--- config.mk ---
export PLATFORM = sky130hd
export DESIGN_NAME = mfb_front
export DESIGN_NICKNAME = d
export VERILOG_FILES = /design/src/mfb_pkg.sv /design/src/mfb_front.sv
export SDC_FILE = /design/constraint.sdc
export NUM_CORES = 1
export LEC_CHECK = 0
export ABC_AREA = 1
export BUFFER_PORTS_ARGS = -buffer_cell sky130_fd_sc_hd__buf_4
export CAP_MARGIN = 20
export CORE_ASPECT_RATIO = 1.2
export CORE_UTILIZATION = 55
export DETAILED_ROUTE_END_ITERATION = 12
export HOLD_SLACK_MARGIN = 0.02
export PLACE_DENSITY = 0.77
export SYNTH_ARGS = -nofsm -noshare
export SYNTH_HDL_FRONTEND = slang
export SYNTH_SLANG_ARGS = --single-unit
--- constraint.sdc ---
create_clock -name clk -period 7.85 [get_ports clk]
set_input_delay 0.3925 -clock clk [delete_from_list [all_inputs] [get_ports clk]]
set_output_delay 0.3925 -clock clk [all_outputs]
set_load 0.05 [all_outputs]
--- src/mfb_pkg.sv ---
// shared types and constants for the monochrome frame buffer raster core
package mfb_pkg;

    localparam int SCREEN_ROWS = 64;
    localparam int ROW_BYTES   = 16;
    localparam int STORE_DEPTH = SCREEN_ROWS * ROW_BYTES;
    localparam int ADDR_W      = $clog2(STORE_DEPTH);
    localparam int COL_W       = $clog2(ROW_BYTES);
    localparam int ROW_W       = $clog2(SCREEN_ROWS);
    localparam int QUEUE_DEPTH = 2;
    localparam int QPTR_W      = $clog2(QUEUE_DEPTH);

    typedef enum logic [2:0] {
        CMD_HLINE_SET  = 3'd0,
        CMD_RECT_CLEAR = 3'd1,
        CMD_VLINE_SET  = 3'd2,
        CMD_VLINE_CLR  = 3'd3,
        CMD_BLIT       = 3'd4,
        CMD_READ       = 3'd5,
        CMD_NOP6       = 3'd6,
        CMD_NOP7       = 3'd7
    } cmd_t;

    // decoded work item: a byte-wise operation over a box of bytes
    // every byte in rows row_first..row_last and byte columns col_first..col_last
    // gets data | mask when set_bits is set, else data & ~mask, with the mask picked per column
    typedef struct packed {
        logic              is_read;
        logic              is_blit;
        logic              set_bits;
        logic [ROW_W-1:0]  row_first;
        logic [ROW_W-1:0]  row_last;
        logic [COL_W-1:0]  col_first;
        logic [COL_W-1:0]  col_last;
        logic [7:0]        first_mask;
        logic [7:0]        last_mask;
        logic [7:0]        blit_hi;
    } work_t;

    typedef enum logic [2:0] {
        ST_CLEAR,
        ST_IDLE,
        ST_READ,
        ST_WRITE,
        ST_RESULT
    } state_t;

endpackage

--- src/mfb_front.sv ---
// front end: accepts commands, classifies them into byte box operations, queues them
module mfb_front (
    input  logic                 clk,
    input  logic                 rst_n,
    input  logic                 valid,
    output logic                 stall,
    input  logic [2:0]           cmd,
    input  logic [6:0]           x_first,
    input  logic [6:0]           x_last,
    input  logic [5:0]           y_first,
    input  logic [5:0]           y_last,
    input  logic [7:0]           pattern,
    output logic                 work_valid,
    input  logic                 work_take,
    output mfb_pkg::work_t       work
);
    import mfb_pkg::*;

    work_t              queue_reg [QUEUE_DEPTH];
    logic [QPTR_W-1:0]  wr_ptr_reg, rd_ptr_reg;
    logic [QPTR_W:0]    count_reg;
    work_t              item;
    logic               keep;
    logic               push;
    logic               pop;
    logic [7:0]         lmask;
    logic [7:0]         rmask;
    logic [15:0]        shifted;

    // left edge mask keeps bits at or above x_first%8, right edge at or below x_last%8
    assign lmask   = 8'hFF << x_first[2:0];
    assign rmask   = 8'hFF >> (3'd7 - x_last[2:0]);
    assign shifted = {8'd0, pattern} << x_first[2:0];

    // classify the command
    always_comb
    begin
        item            = '0;
        keep            = 1'b0;
        item.row_first  = y_first;
        item.row_last   = y_first;
        item.col_first  = x_first[6:3];
        item.col_last   = x_first[6:3];
        item.blit_hi    = shifted[15:8];
        unique case (cmd_t'(cmd))
            CMD_HLINE_SET:
            begin
                keep          = (x_first <= x_last);
                item.set_bits = 1'b1;
                item.col_last = x_last[6:3];
                item.first_mask = lmask;
                item.last_mask  = rmask;
            end
            CMD_RECT_CLEAR:
            begin
                keep          = (x_first <= x_last) && (y_first <= y_last);
                item.row_last = y_last;
                item.col_last = x_last[6:3];
                item.first_mask = lmask;
                item.last_mask  = rmask;
            end
            CMD_VLINE_SET, CMD_VLINE_CLR:
            begin
                keep            = (y_first <= y_last);
                item.set_bits   = (cmd_t'(cmd) == CMD_VLINE_SET);
                item.row_last   = y_last;
                item.first_mask = 8'd1 << x_first[2:0];
                item.last_mask  = 8'd1 << x_first[2:0];
            end
            CMD_BLIT:
            begin
                keep            = 1'b1;
                item.is_blit    = 1'b1;
                item.set_bits   = 1'b1;
                item.col_last   = (x_first[6:3] == COL_W'(ROW_BYTES - 1)) ?
                                  x_first[6:3] : x_first[6:3] + 1'b1;
                item.first_mask = shifted[7:0];
                item.last_mask  = shifted[15:8];
            end
            CMD_READ:
            begin
                keep         = 1'b1;
                item.is_read = 1'b1;
            end
            default:
            begin
                keep = 1'b0;
            end
        endcase
    end

    assign stall      = (count_reg == (QPTR_W+1)'(QUEUE_DEPTH));
    assign push       = valid && !stall && keep;
    assign pop        = work_take && (count_reg != '0);
    assign work_valid = (count_reg != '0);
    assign work       = queue_reg[rd_ptr_reg];

    // queue storage
    always_ff @(posedge clk)
    begin
        if (push)
        begin
            queue_reg[wr_ptr_reg] <= item;
        end
    end

    // queue pointers
    always_ff @(posedge clk or negedge rst_n)
    begin
        if (!rst_n)
        begin
            wr_ptr_reg <= '0;
            rd_ptr_reg <= '0;
            count_reg  <= '0;
        end
        else
        begin
            if (push)
            begin
                wr_ptr_reg <= wr_ptr_reg + 1'b1;
            end
            if (pop)
            begin
                rd_ptr_reg <= rd_ptr_reg + 1'b1;
            end
            count_reg <= count_reg + (QPTR_W+1)'(push) - (QPTR_W+1)'(pop);
        end
    end

endmodule

==> flow_metrics.env <==
export IMPL_status="finished clean"
export IMPL_synth_nets=556
export IMPL_worst_ir_drop_vdd_uv=196.3
export IMPL_rows=37
export IMPL_reg2reg_setup_slack_ns=5.91
export IMPL_yosysTopAreaCellShare_pct=56.56
export IMPL_first_global_vias=3642
export IMPL_fin_crit_sh_pct=33.80
export IMPL_yosys_top_cells_count="nand2_1, edfxtp_1, inv_1"
export IMPL_cts_buffers=9
export IMPL_reg2reg_depth=6
export IMPL_tightest_slew_ns=0.6404
export IMPL_avgSynthCellArea_sq_um=9.789
export IMPL_cts_max_path_buffers=2
export IMPL_dr_pass1_iters=5
export IMPL_syn_area_sq_um=4885
export IMPL_grt_overflow=0
export IMPL_finalMaxSlewViolations=0
export IMPL_criticalPathCategory="reg -> out"
export IMPL_p_switching_mw=0.9252
export IMPL_critical_path_required_ns=7.46
export IMPL_vias=3744
export IMPL_skew_ns=0.007554
export IMPL_synthFlopType="edfxtp_1"
export IMPL_drt_wl_total_mm=10.79
export IMPL_diodes=0
export IMPL_synth_edff_count=92
export IMPL_cp_end_kind="primary output"
export IMPL_yosysWarnings=0
export IMPL_maxCapViolCount=0
export IMPL_syn_inst=499
export IMPL_insertion_delay_ns=0.36
export IMPL_place_ws_ns=5.337
export IMPL_timing_slew_headroom_pct=57.31
export IMPL_h_tree_depth=3
export IMPL_power_frac_seq_pct=33.6
export IMPL_die_y_um=105.2
export IMPL_whs_ns=0.2277
export IMPL_drcViolationCount=0
export IMPL_pin_count=90
export IMPL_initial_core_util_pct=56.73
export IMPL_worstSetupStartpointType="register"
export IMPL_netlist_top_cell_by_area="edfxtp_1"
export IMPL_grt_max_degree=48
export IMPL_initialDrtViolationCount=244
export IMPL_layout_setup_ws_ns=5.197
export IMPL_cts_root_buf="clkbuf_8"
export IMPL_internal_power_mw=1.098
export IMPL_grt_pass1_wl_mm=17.00
export IMPL_final_hold_viol_count=0
export IMPL_pwr_share_comb_pct=49.6
export IMPL_period_minus_slack_ns=2.653
export IMPL_path_max_fanout=47
export IMPL_power_per_cell_area_nw_per_um2=346.8
export IMPL_min_delay_start="y_first[0]"
export IMPL_swShare_pct=45.74
export IMPL_area_growth_pct=19.39
export IMPL_fin_util_pct=67.73
export IMPL_track_usage_pct=24.33
export IMPL_place_gp_congestion=0.9027
export IMPL_rsz0062_at_grt="false"
export IMPL_die_w_um=88.03
export IMPL_clk_pin_slew_worst_paths_ns=0.09
export IMPL_ys_top_cells_by_area="edfxtp_1, nand2_1, ha_1"
export IMPL_rr_endpoint="queue_reg[0][10]"
export IMPL_hp_class="in -> reg"
export IMPL_synth_most_common_cell="nand2_1"
export IMPL_ys_seq_area_share_pct=58.61
export IMPL_cts_sinks=96
export IMPL_port_buffers=88
export IMPL_yosys_register_bits=96
export IMPL_core_area_sq_um=8611
export IMPL_layout_nets=642
export IMPL_cts_tree="yes"
export IMPL_synthDistinctLibCells=40
export IMPL_p_clk_share_pct=16.8
export IMPL_antenna_found_initial=0
export IMPL_reg2reg_from="count_reg[1]"
export IMPL_dieArea_sq_um=9264
export IMPL_fmax_mhz=376.9
export IMPL_ant_nets=0
export IMPL_min_path_cells=1
export IMPL_drive_gt1_share_pct=24.24
export IMPL_worstHoldEndpoint="queue_reg[0][38]"
export IMPL_avgViaCountPerCell=5.296
export IMPL_leakagePower_nw=2.606
export IMPL_worstPathArrival_ns=2.26
export IMPL_setup_viol=0
export IMPL_largest_reg_flops=92
export IMPL_wl_per_cell_um=15.27
export IMPL_ys_async_sr_fraction_pct=4.167
export IMPL_dp_hpwl_mm=7.664
export IMPL_fin_tns_setup_ns=0
final cells by class:
cell class	instances	area, sq um
Fill cell	661	2779
Multi-Input combinational cell	338	1737
Clock inverter	4	68.82
Timing Repair Buffer	93	700.7
Inverter	47	181.4
Clock buffer	12	135.1
Sequential cell	96	2863
Tap cell	117	146.4
cell usage in the layout (no fill, tap or decap), types with 3 or more instances in the layout:
master    Yosys  routed
o21ai_0      13      13
edfxtp_1     92      92
nand2_1     200     200
clkbuf_8      0       9
o21ai_1       9       9
inv_1        39      39
a21oi_1      12      12
o221ai_1      6       6
o21ai_2       6       6
nand3_1      12      12
buf_4         1      92
clkbuf_1      3       3
ha_1         16      16
nand2_2       8       8
dfrtp_1       4       4
o211ai_1      4       4
nor2_2        4       4
inv_2         6       6
nor2_1       21      20
o211ai_2      4       4
worst max-delay path by stage:
stage	slack, ns	endpoint	depth (start not counted)	start
after global routing	5.07	work[46]	6	rd_ptr_reg
after global placement	5.41	queue_reg[1][10]	12	x_first[0]
after CTS	5.17	work[2]	6	rd_ptr_reg
after detailed placement	5.34	queue_reg[0][36]	12	x_first[0]
after floorplan	4.21	queue_reg[1][0]	11	x_first[0]
final	5.20	work[2]	6	rd_ptr_reg
through the flow:
stage          cell area (sq um)  power (mW)  cells
5_1_grt                     5832       2.116    707
4_1_cts                     5832       2.038    707
2_1_floorplan               4885       1.399    499
6_report                    5832       2.023    707
3_3_place_gp                5618       1.683    690
3_5_place_dp                5618       1.703    690
worst max-delay path, cell delays in order (launching register included):
cell and delay (ns):
dfrtp_1 0.37, buf_4 0.28, inv_1 0.34, buf_4 0.45, nand2_1 0.11, nand2_1 0.11, buf_4 0.20
power groups by stage:
| stage | Clock [mW] | Combinational, mW | Sequential (mW) |
|---|---|---|---|
| 6_report | 0.339 | 1.00 | 0.679 |
| 3_3_place_gp | 0 | 0.996 | 0.687 |
| 4_1_cts | 0.345 | 1.01 | 0.679 |
| 5_1_grt | 0.361 | 1.07 | 0.686 |
| 2_1_floorplan | 0 | 0.711 | 0.688 |
| 3_5_place_dp | 0 | 1.01 | 0.691 |
per-layer routing:
metal  track usage, %  vias to the layer above  part of all wire [%]
li1                 -                     1827                     -
met1            30.81                     1735                    42
met2            41.58                      161                    51
met3            3.837                       21                   5.7
met4            9.217                        0                   2.0
met5                0                        -                     0
repair_timing:
action | CTS | global route
resized for setup | 0 | 0
endpoints found under the hold margin | 4 | 0
hold buffers | 1 | 0
endpoints found under the setup margin | 0 | 0
setup buffers | 0 | 0
kinds of logic after synthesis:
family	Yosys count	synth area share, %
AO/OA/AOI/OAI	60	8.325
XOR/XNOR	3	0.5380
adder cells (fa/ha/maj)	16	4.098
buffers and inverters	65	5.994
flip-flops	96	58.61
multiplexers	1	0.4610
other	1	0.07677
AND/OR/NAND/NOR	257	21.90
(Power assumes the default switching activity.)
